$ cat src/design/led_two_phase_animator_defines.svh
// Assertion macros for the two-phase LED animator.
// Used by the top level only; expects i_clk and i_rst_n in scope.
`ifndef LED_TWO_PHASE_ANIMATOR_DEFINES_SVH
`define LED_TWO_PHASE_ANIMATOR_DEFINES_SVH

// Implication in the same cycle.
`define TPA_ASSERT_SAME(label, pre, post, msg) \
    label: assert property (@(posedge i_clk) disable iff (!i_rst_n) (pre) |-> (post)) \
        else $error(msg);

// Implication in the next cycle.
`define TPA_ASSERT_NEXT(label, pre, post, msg) \
    label: assert property (@(posedge i_clk) disable iff (!i_rst_n) (pre) |=> (post)) \
        else $error(msg);

`endif

$ cat src/design/tpa_pkg.sv
// Shared types and constants of the two-phase LED animator.
// No dependencies; imported by every module of the block.
package tpa_pkg;

    localparam int CHANNELS  = 4;
    localparam int CH_W      = 2;
    localparam int IN_CH_W   = 3;
    localparam int COLOR_W   = 3;
    localparam int DUR_W     = 16;
    localparam int OP_W      = 2;
    localparam int MAX_RES   = 4;
    localparam int RES_CNT_W = 3;
    localparam int Q_DEPTH   = 2;
    localparam int Q_PTR_W   = 1;
    localparam int Q_CNT_W   = 2;

    typedef enum logic [OP_W-1:0] {
        OP_SET   = 2'd0,
        OP_ANIM  = 2'd1,
        OP_TICK  = 2'd2,
        OP_QUERY = 2'd3
    } t_op;

    typedef struct packed {
        t_op                  op;
        logic                 in_range;
        logic [IN_CH_W-1:0]   channel;
        logic [COLOR_W-1:0]   color_a;
        logic [DUR_W-1:0]     dur_a;
        logic [COLOR_W-1:0]   color_b;
        logic [DUR_W-1:0]     dur_b;
        logic [DUR_W-1:0]     cycles;
    } t_cmd;

    typedef struct packed {
        logic            ticking;
        logic [CH_W-1:0] sweep_idx;
    } t_bk_stat;

endpackage

$ cat src/design/tpa_front.sv
// Front end: accepts requests, classifies them and queues them for the back end.
// Depends on tpa_pkg.
module tpa_front (
    input  logic                          i_clk,
    input  logic                          i_rst_n,
    input  logic                          i_in_valid,
    output logic                          o_in_ready,
    input  logic [tpa_pkg::OP_W-1:0]      i_opcode,
    input  logic [tpa_pkg::IN_CH_W-1:0]   i_channel,
    input  logic [tpa_pkg::COLOR_W-1:0]   i_color_a,
    input  logic [tpa_pkg::DUR_W-1:0]     i_duration_a,
    input  logic [tpa_pkg::COLOR_W-1:0]   i_color_b,
    input  logic [tpa_pkg::DUR_W-1:0]     i_duration_b,
    input  logic [tpa_pkg::DUR_W-1:0]     i_cycle_count,
    output logic                          o_cmd_valid,
    input  logic                          i_cmd_ready,
    output tpa_pkg::t_cmd                 o_cmd
);
    import tpa_pkg::*;

    t_cmd               r_q [Q_DEPTH];
    logic [Q_PTR_W-1:0] r_wp;
    logic [Q_PTR_W-1:0] r_rp;
    logic [Q_CNT_W-1:0] r_cnt;
    logic [Q_CNT_W-1:0] n_cnt;
    t_cmd               cls;
    logic               push;
    logic               pop;

    always_comb begin
        cls.op       = t_op'(i_opcode);
        cls.in_range = ({1'b0, i_channel} < (IN_CH_W + 1)'(CHANNELS));
        cls.channel  = i_channel;
        cls.color_a  = i_color_a;
        cls.dur_a    = i_duration_a;
        cls.color_b  = i_color_b;
        cls.dur_b    = i_duration_b;
        cls.cycles   = i_cycle_count;
    end

    assign o_in_ready  = (r_cnt != Q_CNT_W'(Q_DEPTH));
    assign o_cmd_valid = (r_cnt != '0);
    assign o_cmd       = r_q[r_rp];
    assign push        = i_in_valid && o_in_ready;
    assign pop         = o_cmd_valid && i_cmd_ready;

    always_comb begin
        case ({push, pop})
            2'b10:   n_cnt = r_cnt + 1'b1;
            2'b01:   n_cnt = r_cnt - 1'b1;
            default: n_cnt = r_cnt;
        endcase
    end

    always_ff @(posedge i_clk) begin
        if (!i_rst_n) begin
            r_wp  <= '0;
            r_rp  <= '0;
            r_cnt <= '0;
        end else begin
            if (push) begin
                r_wp <= r_wp + 1'b1;
            end
            if (pop) begin
                r_rp <= r_rp + 1'b1;
            end
            r_cnt <= n_cnt;
        end
    end

    always_ff @(posedge i_clk) begin
        if (push) begin
            r_q[r_wp] <= cls;
        end
    end

endmodule

$ cat src/design/tpa_back.sv
// Back end: per-channel animation state, command execution, tick sweep and output register.
// Depends on tpa_pkg.
module tpa_back (
    input  logic                          i_clk,
    input  logic                          i_rst_n,
    input  logic                          i_cmd_valid,
    output logic                          o_cmd_ready,
    input  tpa_pkg::t_cmd                 i_cmd,
    output logic                          o_out_valid,
    input  logic                          i_out_ready,
    output logic [tpa_pkg::CH_W-1:0]      o_out_channel,
    output logic [tpa_pkg::COLOR_W-1:0]   o_out_color,
    output logic                          o_busy_res,
    output logic                          o_last,
    output tpa_pkg::t_bk_stat             o_stat
);
    import tpa_pkg::*;

    typedef enum logic {S_IDLE, S_TICK} t_state;

    t_state               r_state;
    logic [CH_W-1:0]      r_idx;
    logic [CHANNELS-1:0]  r_emit;
    logic [RES_CNT_W-1:0] r_n;

    logic [COLOR_W-1:0]   r_fc    [CHANNELS];
    logic [COLOR_W-1:0]   r_sc    [CHANNELS];
    logic [DUR_W-1:0]     r_fl    [CHANNELS];
    logic [DUR_W-1:0]     r_sl    [CHANNELS];
    logic [DUR_W-1:0]     r_cyc   [CHANNELS];
    logic                 r_sec   [CHANNELS];
    logic                 r_anim  [CHANNELS];
    logic [DUR_W-1:0]     r_ms    [CHANNELS];
    logic [COLOR_W-1:0]   r_shown [CHANNELS];

    logic                 r_ov;
    logic [CH_W-1:0]      r_och;
    logic [COLOR_W-1:0]   r_ocol;
    logic                 r_obusy;
    logic                 r_olast;

    logic                 out_free;
    logic                 out_load;
    logic                 cmd_take;
    logic                 sweep_go;
    logic [CH_W-1:0]      cmd_ch;
    logic                 anim_run;
    logic [CHANNELS-1:0]  due_mask;
    logic [DUR_W-1:0]     sw_ms_dec;
    logic                 sw_due;
    logic                 sw_stop;
    logic                 sw_emit;
    logic                 sw_later;
    logic                 sw_last;
    logic [COLOR_W-1:0]   sw_color;

    assign out_free    = !r_ov || i_out_ready;
    assign o_cmd_ready = (r_state == S_IDLE) && out_free;
    assign cmd_take    = o_cmd_ready && i_cmd_valid;
    assign sweep_go    = (r_state == S_TICK) && out_free;
    assign cmd_ch      = i_cmd.channel[CH_W-1:0];
    assign anim_run    = (i_cmd.dur_a != '0) || (i_cmd.dur_b != '0);

    // The output register takes a new result in this cycle.
    assign out_load = (cmd_take && ((i_cmd.op == OP_QUERY) ||
                                    ((i_cmd.op != OP_TICK) && i_cmd.in_range)))
                      || (sweep_go && sw_emit);

    // A channel gives a result on this tick when its phase runs out and the
    // animation does not finish with the end of the second phase.
    always_comb begin
        for (int j = 0; j < CHANNELS; j++) begin
            due_mask[j] = r_anim[j] && (r_ms[j] <= DUR_W'(1))
                          && !(r_sec[j] && (r_cyc[j] == DUR_W'(1)));
        end
    end

    always_comb begin
        sw_ms_dec = (r_ms[r_idx] == '0) ? '0 : r_ms[r_idx] - 1'b1;
        sw_due    = r_anim[r_idx] && (r_ms[r_idx] <= DUR_W'(1));
        sw_stop   = r_sec[r_idx] && (r_cyc[r_idx] == DUR_W'(1));
        sw_emit   = r_emit[r_idx] && (r_n < RES_CNT_W'(MAX_RES));
        sw_color  = r_sec[r_idx] ? r_fc[r_idx] : r_sc[r_idx];
        sw_later  = 1'b0;
        for (int j = 0; j < CHANNELS; j++) begin
            if (j > int'(r_idx)) begin
                sw_later = sw_later | r_emit[j];
            end
        end
        sw_last = !sw_later || (r_n == RES_CNT_W'(MAX_RES - 1));
    end

    always_ff @(posedge i_clk) begin
        if (!i_rst_n) begin
            r_state <= S_IDLE;
            r_idx   <= '0;
            r_emit  <= '0;
            r_n     <= '0;
            r_ov    <= 1'b0;
            for (int j = 0; j < CHANNELS; j++) begin
                r_fc[j]    <= '0;
                r_sc[j]    <= '0;
                r_fl[j]    <= '0;
                r_sl[j]    <= '0;
                r_cyc[j]   <= '0;
                r_sec[j]   <= 1'b0;
                r_anim[j]  <= 1'b0;
                r_ms[j]    <= '0;
                r_shown[j] <= '0;
            end
        end else begin
            if (r_ov && i_out_ready && !out_load) begin
                r_ov <= 1'b0;
            end
            case (r_state)
                S_IDLE: begin
                    if (cmd_take) begin
                        case (i_cmd.op)
                            OP_SET: begin
                                if (i_cmd.in_range) begin
                                    r_anim[cmd_ch]  <= 1'b0;
                                    r_ms[cmd_ch]    <= '0;
                                    r_shown[cmd_ch] <= i_cmd.color_a;
                                    r_ov    <= 1'b1;
                                    r_och   <= cmd_ch;
                                    r_ocol  <= i_cmd.color_a;
                                    r_obusy <= 1'b0;
                                    r_olast <= 1'b1;
                                end
                            end
                            OP_ANIM: begin
                                if (i_cmd.in_range) begin
                                    r_fc[cmd_ch]    <= i_cmd.color_a;
                                    r_sc[cmd_ch]    <= i_cmd.color_b;
                                    r_fl[cmd_ch]    <= i_cmd.dur_a;
                                    r_sl[cmd_ch]    <= i_cmd.dur_b;
                                    r_cyc[cmd_ch]   <= i_cmd.cycles;
                                    r_sec[cmd_ch]   <= 1'b0;
                                    r_anim[cmd_ch]  <= anim_run;
                                    r_ms[cmd_ch]    <= i_cmd.dur_a;
                                    r_shown[cmd_ch] <= i_cmd.color_a;
                                    r_ov    <= 1'b1;
                                    r_och   <= cmd_ch;
                                    r_ocol  <= i_cmd.color_a;
                                    r_obusy <= anim_run;
                                    r_olast <= 1'b1;
                                end
                            end
                            OP_QUERY: begin
                                r_ov    <= 1'b1;
                                r_och   <= cmd_ch;
                                r_ocol  <= i_cmd.in_range ? r_shown[cmd_ch] : '0;
                                r_obusy <= i_cmd.in_range && r_anim[cmd_ch];
                                r_olast <= 1'b1;
                            end
                            OP_TICK: begin
                                r_emit  <= due_mask;
                                r_idx   <= '0;
                                r_n     <= '0;
                                r_state <= S_TICK;
                            end
                            default: ;
                        endcase
                    end
                end
                S_TICK: begin
                    if (sweep_go) begin
                        if (r_anim[r_idx]) begin
                            if (sw_due) begin
                                if (!r_sec[r_idx]) begin
                                    r_sec[r_idx]   <= 1'b1;
                                    r_shown[r_idx] <= r_sc[r_idx];
                                    r_ms[r_idx]    <= r_sl[r_idx];
                                end else if (sw_stop) begin
                                    // Last cycle done: stop and keep the second color.
                                    r_cyc[r_idx]  <= '0;
                                    r_anim[r_idx] <= 1'b0;
                                    r_ms[r_idx]   <= '0;
                                end else begin
                                    if (r_cyc[r_idx] != '0) begin
                                        r_cyc[r_idx] <= r_cyc[r_idx] - 1'b1;
                                    end
                                    r_sec[r_idx]   <= 1'b0;
                                    r_shown[r_idx] <= r_fc[r_idx];
                                    r_ms[r_idx]    <= r_fl[r_idx];
                                end
                            end else begin
                                r_ms[r_idx] <= sw_ms_dec;
                            end
                        end
                        if (sw_emit) begin
                            r_ov    <= 1'b1;
                            r_och   <= r_idx;
                            r_ocol  <= sw_color;
                            r_obusy <= 1'b1;
                            r_olast <= sw_last;
                            r_n     <= r_n + 1'b1;
                        end
                        if (r_idx == CH_W'(CHANNELS - 1)) begin
                            r_idx   <= '0;
                            r_state <= S_IDLE;
                        end else begin
                            r_idx <= r_idx + 1'b1;
                        end
                    end
                end
                default: r_state <= S_IDLE;
            endcase
        end
    end

    assign o_out_valid      = r_ov;
    assign o_out_channel    = r_och;
    assign o_out_color      = r_ocol;
    assign o_busy_res       = r_obusy;
    assign o_last           = r_olast;
    assign o_stat.ticking   = (r_state == S_TICK);
    assign o_stat.sweep_idx = r_idx;

endmodule

$ cat src/design/led_two_phase_animator.sv
// Two-phase LED animator, top level: connects front end and back end.
// Depends on tpa_pkg, tpa_front, tpa_back and led_two_phase_animator_defines.svh.
//
// Usage: each request on the input channel (i_in_valid / o_in_ready) is one
// command: set colour, start animation, one-millisecond tick or query. Results
// leave on the output channel (o_out_valid / i_out_ready); o_last marks the
// final result of a request, and a request may give none.
// Set, start and query are executed when the back end takes them; their result
// is written into the output register, which drives the output channel.
// A tick sweeps the channels one per cycle while the output register is free,
// and the back end takes no other command until the sweep is done.
// A two-entry queue sits between the front and back end, so requests are
// still taken while the back end sweeps, until the queue is full.
// A stalled receiver holds the output register; the back end then waits, and
// the queue fills and drops o_in_ready.
// Synchronous reset clears every channel to off and not running, and empties
// the queue and the output register.
`include "led_two_phase_animator_defines.svh"

module led_two_phase_animator (
    input  logic                          i_clk,
    input  logic                          i_rst_n,
    input  logic                          i_in_valid,
    output logic                          o_in_ready,
    input  logic [tpa_pkg::OP_W-1:0]      i_opcode,
    input  logic [tpa_pkg::IN_CH_W-1:0]   i_channel,
    input  logic [tpa_pkg::COLOR_W-1:0]   i_color_a,
    input  logic [tpa_pkg::DUR_W-1:0]     i_duration_a,
    input  logic [tpa_pkg::COLOR_W-1:0]   i_color_b,
    input  logic [tpa_pkg::DUR_W-1:0]     i_duration_b,
    input  logic [tpa_pkg::DUR_W-1:0]     i_cycle_count,
    output logic                          o_out_valid,
    input  logic                          i_out_ready,
    output logic [tpa_pkg::CH_W-1:0]      o_out_channel,
    output logic [tpa_pkg::COLOR_W-1:0]   o_out_color,
    output logic                          o_busy_res,
    output logic                          o_last
);
    import tpa_pkg::*;

    logic      cmd_valid;
    logic      cmd_ready;
    t_cmd      cmd;
    t_bk_stat  bk_stat;

    tpa_front u_front (
        .i_clk        (i_clk),
        .i_rst_n      (i_rst_n),
        .i_in_valid   (i_in_valid),
        .o_in_ready   (o_in_ready),
        .i_opcode     (i_opcode),
        .i_channel    (i_channel),
        .i_color_a    (i_color_a),
        .i_duration_a (i_duration_a),
        .i_color_b    (i_color_b),
        .i_duration_b (i_duration_b),
        .i_cycle_count(i_cycle_count),
        .o_cmd_valid  (cmd_valid),
        .i_cmd_ready  (cmd_ready),
        .o_cmd        (cmd)
    );

    tpa_back u_back (
        .i_clk        (i_clk),
        .i_rst_n      (i_rst_n),
        .i_cmd_valid  (cmd_valid),
        .o_cmd_ready  (cmd_ready),
        .i_cmd        (cmd),
        .o_out_valid  (o_out_valid),
        .i_out_ready  (i_out_ready),
        .o_out_channel(o_out_channel),
        .o_out_color  (o_out_color),
        .o_busy_res   (o_busy_res),
        .o_last       (o_last),
        .o_stat       (bk_stat)
    );

    // An accepted request is always waiting in the queue in the next cycle.
    `TPA_ASSERT_NEXT(a_queue_holds, i_in_valid && o_in_ready, cmd_valid, "request lost in queue")
    // Only a tick sweep can leave a result that is not the last of its request.
    `TPA_ASSERT_SAME(a_partial_in_sweep, o_out_valid && !o_last, bk_stat.ticking, "stray partial result")
    // A sweep starts only from a command handed over by the front end.
    `TPA_ASSERT_SAME(a_sweep_start, $rose(bk_stat.ticking), $past(cmd_valid && cmd_ready), "sweep without command")
    // Between sweeps the channel index rests at zero.
    `TPA_ASSERT_SAME(a_idx_rest, !bk_stat.ticking, bk_stat.sweep_idx == '0, "sweep index not at rest")

endmodule

$ cat config.mk
export PLATFORM = sky130hd
export DESIGN_NAME = led_two_phase_animator
export DESIGN_NICKNAME = d
export VERILOG_FILES = /design/src/design/tpa_pkg.sv /design/src/design/tpa_front.sv /design/src/design/tpa_back.sv /design/src/design/led_two_phase_animator.sv
export VERILOG_INCLUDE_DIRS = /design/src /design/src/design
export SDC_FILE = /design/constraint.sdc
export NUM_CORES = 1
export LEC_CHECK = 0
export BUFFER_PORTS_ARGS = -buffer_cell sky130_fd_sc_hd__buf_2
export CAP_MARGIN = 5
export CORE_MARGIN = 3
export CORE_UTILIZATION = 30
export CTS_BUF_LIST = sky130_fd_sc_hd__clkbuf_8 sky130_fd_sc_hd__clkbuf_16
export CTS_CLUSTER_DIAMETER = 120
export DETAILED_ROUTE_END_ITERATION = 10
export PLACE_DENSITY_LB_ADDON = 0.1
export SYNTH_ARGS = -nofsm -noshare
export SYNTH_HDL_FRONTEND = slang
export SYNTH_SLANG_ARGS = --single-unit
export TNS_END_PERCENT = 5
$ cat constraint.sdc
create_clock -name i_clk -period 9.25 [get_ports i_clk]
set_input_delay 0.4625 -clock i_clk [delete_from_list [all_inputs] [get_ports i_clk]]
set_output_delay 0.4625 -clock i_clk [all_outputs]
set_load 0.01 [all_outputs]
==> results.toml, run 1 <==
[global_routing]
grt_busiest_layer = "met2"
global_routing_usage_on_met3_pct = 2.375
track_usage_pct = 15.91
grt_start_max_net_pins = 60
grt_overflow_total = 0
antenna_violations_before_repair = 0
gr-usage-met1_pct = 22.59
vias_in_the_first_global_route = 12470
globalRouteMet2Util_pct = 25.66
grt_first_pass_wirelength_um = 83280

[yosys]
cell_accounting_for_the_most_synthesized_area = "sky130_fd_sc_hd__edfxtp_1"
yosys_most_used_dff = "sky130_fd_sc_hd__edfxtp_1"
yosysUniqueCellTypes = 74
post_synth_mux_area_share_pct = 12.49
number_of_synthesized_flops_with_an_enable_pin = 419
postSynthCellCount = 1430
postSynth.asyncResetShare_pct = 0
yosys.area_share.simple_pct = 12.67
synth.net_count = 1504
synth_top_family_by_area = "simple AND/OR/NAND/NOR gates"
syn_area_mm2 = 0.01992
yosys-top-cells-area = "sky130_fd_sc_hd__edfxtp_1 (63%), sky130_fd_sc_hd__mux4_2 (8.5%), sky130_fd_sc_hd__nor2_1 (5.6%)"
ys_seq_elements = 443
synthXorXnorAreaFrac_pct = 1.231
synth_seq_area_share_pct = 65.58
synth_warn = 0
synthAdderAreaFrac_pct = 0.6910
synth.avg_cell_area_um2 = 13.93
synth_largest_type_area_fraction_pct = 63.17
synthesized_area_fraction_occupied_by_ao_oa_aoi_and_oai_cells_pct = 4.736

[power_and_ir_drop]
internal_power_mw = 3.771
switching_power_share_of_the_total_pct = 28.13
p_leak_nw = 7.832
ir_drop_mv = 0.1306
power-per-cell-area_mw_per_mm2 = 230.4
clockPowerShare_pct = 35.9
seq_power_share_pct = 47.4
share_comb_of_total_power_pct = 16.7
switchingPower_mw = 1.476

[floorplanning]
ios = 72
design.die.area_mm2 = 0.06952
die-height_um = 263.7
std_cell_rows = 93
die_width_um = 263.7
core_mm2 = 0.06505
starting_density_pct = 30.62

[sta]
final_hold_viol_count = 0
timing_worst_slew_pin_value_ns = 1.162
final.min_clock_period_ns = 5.804
final_sum_of_negative_setup_slack_ns = 0
setup_viol_count_final = 0
slew-limit-headroom_pct = 22.56
max_freq_ghz = 0.1723
rsz0062_at_grt = "no"
finalClockSkew_ns = 0.01655
drv_slew = 0
finalCritPeriodShare_pct = 62.74
holdWs_ns = 0.06004

[worst_setup_path]
endpoint = "u_back.r_cyc[2][9]"
r2r_end = "u_back.r_cyc[2][9]"
worst-endpoint-arrival_ns = 6.01
setup.worst_path.end_class = "flop"
critical_path_class = "flop to flop"
worstPathRequired_ns = 9.46
cp_cell_sequence = "buf_4, mux4_2, inv_1, ha_1, nor2_1, nor3_1, nand4_1, or2_1, o31ai_1, or3b_1, nand2_1"
path_max_fanout = 56
slowest_delay_ns = 0.97
register_to_register_path_depth = 11
regToRegSetupSlack_ns = 3.45
setup.worst_path.start_class = "flop"
critical_path.slowest_cell = "sky130_fd_sc_hd__dfxtp_4"

[clock_network]
worst_setup_hold_path_clk_slew_ns = 0.06
h-tree-depth = 2
tritoncts = "built"
post_cts_sizing = 0
clockRootBuffer = "sky130_fd_sc_hd__clkbuf_16"
clock_insertion_delay_worst_skew_ns = 0.59
cts.hold.buffers_added = 0
cts.sink_count = 443
clockBufferDepth = 3
num_cts_buffers = 50
cts.repair_timing.setup_buffer_count = 0

[placement]
place_inst = 2304
gp_routability_congestion = 0.8493
port_buffers = 71
place.detailed.hpwl_um = 37630
placed_cell_areas_mm2 = 0.02123

[route]
drcViolationCount = 0
dr.first_iter.drc_count = 930
first_pass_iters = 5
per_cell_routed_wire_length_um = 23.36
detail_route.wirelength_um = 55960
via_count = 12100
vias_per_std_cell = 5.053
ant_nets = 0

[min_path]
hp-class = "input port to flop"

[finish]
insertedDiodeCount = 0
drive_gt1_share_pct = 18.70
design.final.nets = 1575
most_frequent_standard_cell_in_the_layout_excluding_fill_and_tap_cells = "sky130_fd_sc_hd__edfxtp_1"
layout.cell_area.non_filler_mm2 = 0.02277
syn_to_final_growth_pct = 14.31
final_cell_mix = "sky130_fd_sc_hd__edfxtp_1 (419), sky130_fd_sc_hd__nor2_1 (293), sky130_fd_sc_hd__mux4_2 (75)"
finalNonFillerCells = 2395

[status]
result_of_the_run = "completed"

[run]
drv_cap = 0
[power by group through the flow]
stage                     clock, mW  combinational [mW]  sequential [mW]
final                          1.88               0.876             2.49
after global routing           2.02               0.963             2.51
after CTS                      1.94               0.900             2.49
after detailed placement          0               0.897             2.53
after global placement            0               0.897             2.53
after floorplan                   0               0.637             2.47
[kinds of logic (layout without fill, tap and decap cells)]
| family | Yosys count | after routing |
|---|---|---|
| AOI/OAI and AO/OA | 144 | 144 |
| xor gates and xnor gates | 28 | 28 |
| adders and majority gates | 11 | 11 |
| buffers and inverters | 121 | 231 |
| DFF | 443 | 443 |
| muxes | 149 | 149 |
| and+or+nand+nor | 534 | 534 |
[flip-flops by register name, summed over array words and instances (netlist names), 4 cells and up, named ones only]
name / flops
u_back.r_anim: 4
u_back.r_fc: 12
u_back.r_sl: 64
u_back.r_emit: 4
u_back.r_shown: 12
u_back.r_sc: 12
u_front.r_q: 118
u_back.r_sec: 4
u_back.r_fl: 64
u_back.r_cyc: 64
u_back.r_ms: 64
[cell usage after synthesis (15+ instances only)]
| cell type | instances |
|---|---|
| sky130_fd_sc_hd__a21oi_1 | 53 |
| sky130_fd_sc_hd__buf_2 | 16 |
| sky130_fd_sc_hd__clkbuf_1 | 47 |
| sky130_fd_sc_hd__dfxtp_1 | 24 |
| sky130_fd_sc_hd__edfxtp_1 | 419 |
| sky130_fd_sc_hd__inv_1 | 38 |
| sky130_fd_sc_hd__mux2i_1 | 64 |
| sky130_fd_sc_hd__mux4_2 | 75 |
| sky130_fd_sc_hd__nand2_1 | 55 |
| sky130_fd_sc_hd__nand3_1 | 19 |
| sky130_fd_sc_hd__nand4_1 | 20 |
| sky130_fd_sc_hd__nor2_1 | 295 |
| sky130_fd_sc_hd__nor2b_1 | 15 |
| sky130_fd_sc_hd__nor3_1 | 23 |
| sky130_fd_sc_hd__nor4_1 | 32 |
| sky130_fd_sc_hd__o21ai_0 | 17 |
[worst min path at each step]
stage	from	endpoint	slack, ns	cells after the start
after detailed placement	u_back.r_n[2]	u_back.r_n[2]	0.46	2
final	i_duration_a[3]	u_front.r_q[0][38]	0.06	1
after floorplan	u_back.r_n[2]	u_back.r_n[2]	0.44	2
after global routing	i_duration_b[4]	u_front.r_q[0][20]	0.02	1
after global placement	u_back.r_n[2]	u_back.r_n[2]	0.45	2
after CTS	i_duration_a[3]	u_front.r_q[1][38]	0.005	1
[stage by stage]
stage | util, % | power, mW | worst slack (ns)
2_1_floorplan | - | 3.103 | 4.881
3_3_place_gp | 32.63 | 3.427 | 3.528
4_1_cts | 35.00 | 5.334 | 3.422
5_1_grt | 35.00 | 5.490 | 3.096
3_5_place_dp | 32.63 | 3.429 | 3.450
6_report | 35.00 | 5.246 | 3.446
[worst max-delay path, delay by kind of cell, from the launching register on]
kind	cells	cell delay, ns
simple gates	6	2.76
compound gates	1	0.32
mux	1	0.41
fa+ha+maj	1	0.28
flops	1	0.97
buf+inv	2	0.62
[cell type report]
class	count	area, um^2
Clock buffer	51	1276
Clock inverter	40	266.5
Fill cell	6256	42280
Inverter	46	172.7
Multi-Input combinational cell	866	6382
Sequential cell	443	13070
Tap cell	855	1070
Timing Repair Buffer	94	528.0
[per-layer routing]
layer | vias to the layer above | routed length, um | part of all wire (%)
li1 | 5576 | - | -
met1 | 6153 | 25730 | 46
met2 | 305 | 26660 | 48
met3 | 68 | 2487 | 4.4
met4 | 0 | 1077 | 1.9
met5 | - | 0 | 0
No activity file was read; power rests on OpenSTA's default activity.
==> run 2: changes to the inputs <==
==> constraint.sdc (replaced) <==
create_clock -name i_clk -period 5.6 [get_ports i_clk]
set_input_delay 0.28 -clock i_clk [delete_from_list [all_inputs] [get_ports i_clk]]
set_output_delay 0.28 -clock i_clk [all_outputs]
set_load 0.01 [all_outputs]
==> results.toml, run 2 (same netlist as run 1, synthesis figures left out) <==
[finish]
insertedDiodeCount = 0
design.final.nets = 1649
largest_register_ffs = 118
most_frequent_standard_cell_in_the_layout_excluding_fill_and_tap_cells = "sky130_fd_sc_hd__edfxtp_1"
final_cell_mix = "sky130_fd_sc_hd__edfxtp_1 (419), sky130_fd_sc_hd__nor2_1 (293), sky130_fd_sc_hd__mux4_2 (75)"
drive_gt1_share_pct = 18.67
largest_register = "u_front.r_q"
syn_to_final_growth_pct = 18.23

[global_routing]
antenna_violations_before_repair = 0
vias_in_the_first_global_route = 12810
track_usage_pct = 16.32
grt_first_pass_wirelength_um = 86280
grt_overflow_total = 0
grt_start_max_net_pins = 49

[worst_setup_path]
slowest_delay_ns = 0.70
worst-endpoint-arrival_ns = 4.84
worstPathBufferInverterCount = 3
cp_top_family = "simple AND/OR/NAND/NOR gates"
path_max_fanout = 29
critical_path.slowest_cell = "sky130_fd_sc_hd__dfxtp_4"
setup.worst_path.end_class = "flop"
setup.worst_path.start_class = "flop"
worstPathRequired_ns = 5.80
cp_cell_sequence = "mux4_2, inv_1, ha_1, nor2_1, nor3_1, nand4_1, buf_4, nor2_1, nand2b_1, o31a_1, buf_4, nand2_1"
critical_path_class = "flop to flop"

[route]
first_pass_iters = 7
ant_nets = 0
drcViolationCount = 0
via_count = 12580
detail_route.wirelength_um = 56850
per_cell_routed_wire_length_um = 22.99
vias_per_std_cell = 5.089
dr.first_iter.drc_count = 984

[clock_network]
tritoncts = "built"
clockRootBuffer = "sky130_fd_sc_hd__clkbuf_16"
h-tree-depth = 2
clock_insertion_delay_worst_skew_ns = 0.61
clockBufferDepth = 3
cts.sink_count = 443
worst_setup_hold_path_clk_slew_ns = 0.05
cts.repair_timing.setup_buffer_count = 0
num_cts_buffers = 53

[sta]
final_sum_of_negative_setup_slack_ns = 0
finalClockSkew_ns = 0.03025
slew-limit-headroom_pct = 24.17
finalCritPeriodShare_pct = 82.73
timing_worst_slew_pin_value_ns = 1.137
rsz0062_at_grt = "no"
max_freq_ghz = 0.2158
drv_slew = 0
final.min_clock_period_ns = 4.633
final_hold_viol_count = 0
holdWs_ns = 0.08338
setup_viol_count_final = 0

[power_and_ir_drop]
internal_power_mw = 6.334
switchingPower_mw = 2.502
share_comb_of_total_power_pct = 17.0
switching_power_share_of_the_total_pct = 28.31
seq_power_share_pct = 46.4
clockPowerShare_pct = 36.6
power-per-cell-area_mw_per_mm2 = 375.2
p_leak_nw = 8.192
ir_drop_mv = 0.2358

[floorplanning]
starting_density_pct = 30.62
design.die.area_mm2 = 0.06952
die_width_um = 263.7
die-height_um = 263.7
std_cell_rows = 93
core_mm2 = 0.06505
ios = 72

[placement]
place.detailed.hpwl_um = 38760
port_buffers = 71
gp_routability_congestion = 0.8388

[status]
result_of_the_run = "completed"

[min_path]
hp-class = "input port to flop"

[run]
drv_cap = 0
-- run 2: worst register-to-register path, cell delays in order, from the launching register on --
cell and delay [ns]:
sky130_fd_sc_hd__dfxtp_4 0.70, sky130_fd_sc_hd__mux4_2 0.65, sky130_fd_sc_hd__inv_1 0.15, sky130_fd_sc_hd__ha_1 0.29, sky130_fd_sc_hd__nor2_1 0.13, sky130_fd_sc_hd__nor3_1 0.19
sky130_fd_sc_hd__nand4_1 0.14, sky130_fd_sc_hd__buf_4 0.23, sky130_fd_sc_hd__nor2_1 0.37, sky130_fd_sc_hd__nand2b_1 0.22, sky130_fd_sc_hd__o31a_1 0.30, sky130_fd_sc_hd__buf_4 0.22
sky130_fd_sc_hd__nand2_1 0.64
-- run 2: path summary, 6_finish.rpt --
check                startpoint                 end  slack (ns)  cells after the start
setup / recovery           flop  u_back.r_cyc[1][4]        0.97                     12
hold reg to reg   u_back.r_n[2]       u_back.r_n[2]        0.46                      2
setup reg to reg           flop  u_back.r_cyc[1][4]        0.97                     12
hold / removal      i_out_ready  u_back.o_out_valid        0.08                      3
-- run 2: cell type report --
type	instances	area, um^2
multi-input cells	866	6375
well taps	855	1070
clock inverters	42	284.0
fillers	6194	41490
flip-flops and latches	443	13070
clock buffers	56	1368
repair buffers	165	1209
inverters	46	172.7
-- run 2: power by group through the flow --
stage | logic [mW] | registers, mW | clock network, mW
2_1_floorplan | 1.05 | 4.07 | 0
3_3_place_gp | 1.51 | 4.17 | 0
3_5_place_dp | 1.50 | 4.17 | 0
4_1_cts | 1.54 | 4.10 | 3.33
5_1_grt | 1.65 | 4.13 | 3.48
6_report | 1.50 | 4.10 | 3.23
-- run 2: metrics by stage --
step / utilization [%] / instance area (um^2) / setup WS, ns / std cells / power, mW
6_report: 36.21 / 23550 / 0.9670 / 2473 / 8.836
4_1_cts: 36.21 / 23550 / 0.9357 / 2473 / 8.975
5_1_grt: 36.21 / 23550 / 0.6199 / 2473 / 9.255
3_5_place_dp: 32.76 / 21310 / 0.9683 / 2316 / 5.671
3_3_place_gp: 32.76 / 21310 / 0.9827 / 2316 / 5.675
2_1_floorplan: - / 19920 / 1.231 / 1430 / 5.125
-- run 2: layer usage --
metal  vias to the layer above  wire length [um]  track usage [%]
met2                       353             26310            25.53
met3                        63              2873            2.571
met1                      6448             26730            24.07
li1                       5720                 -                -
met4                         0               936            3.323
met5                         -                 0                0
-- run 2: timing repair --
| item | CTS | global route |
|---|---|---|
| gates resized for setup | 0 | 0 |
| endpoints found under the setup margin | 0 | 0 |
| hold buffers | 59 | 0 |
| hold endpoints to repair | 118 | 0 |
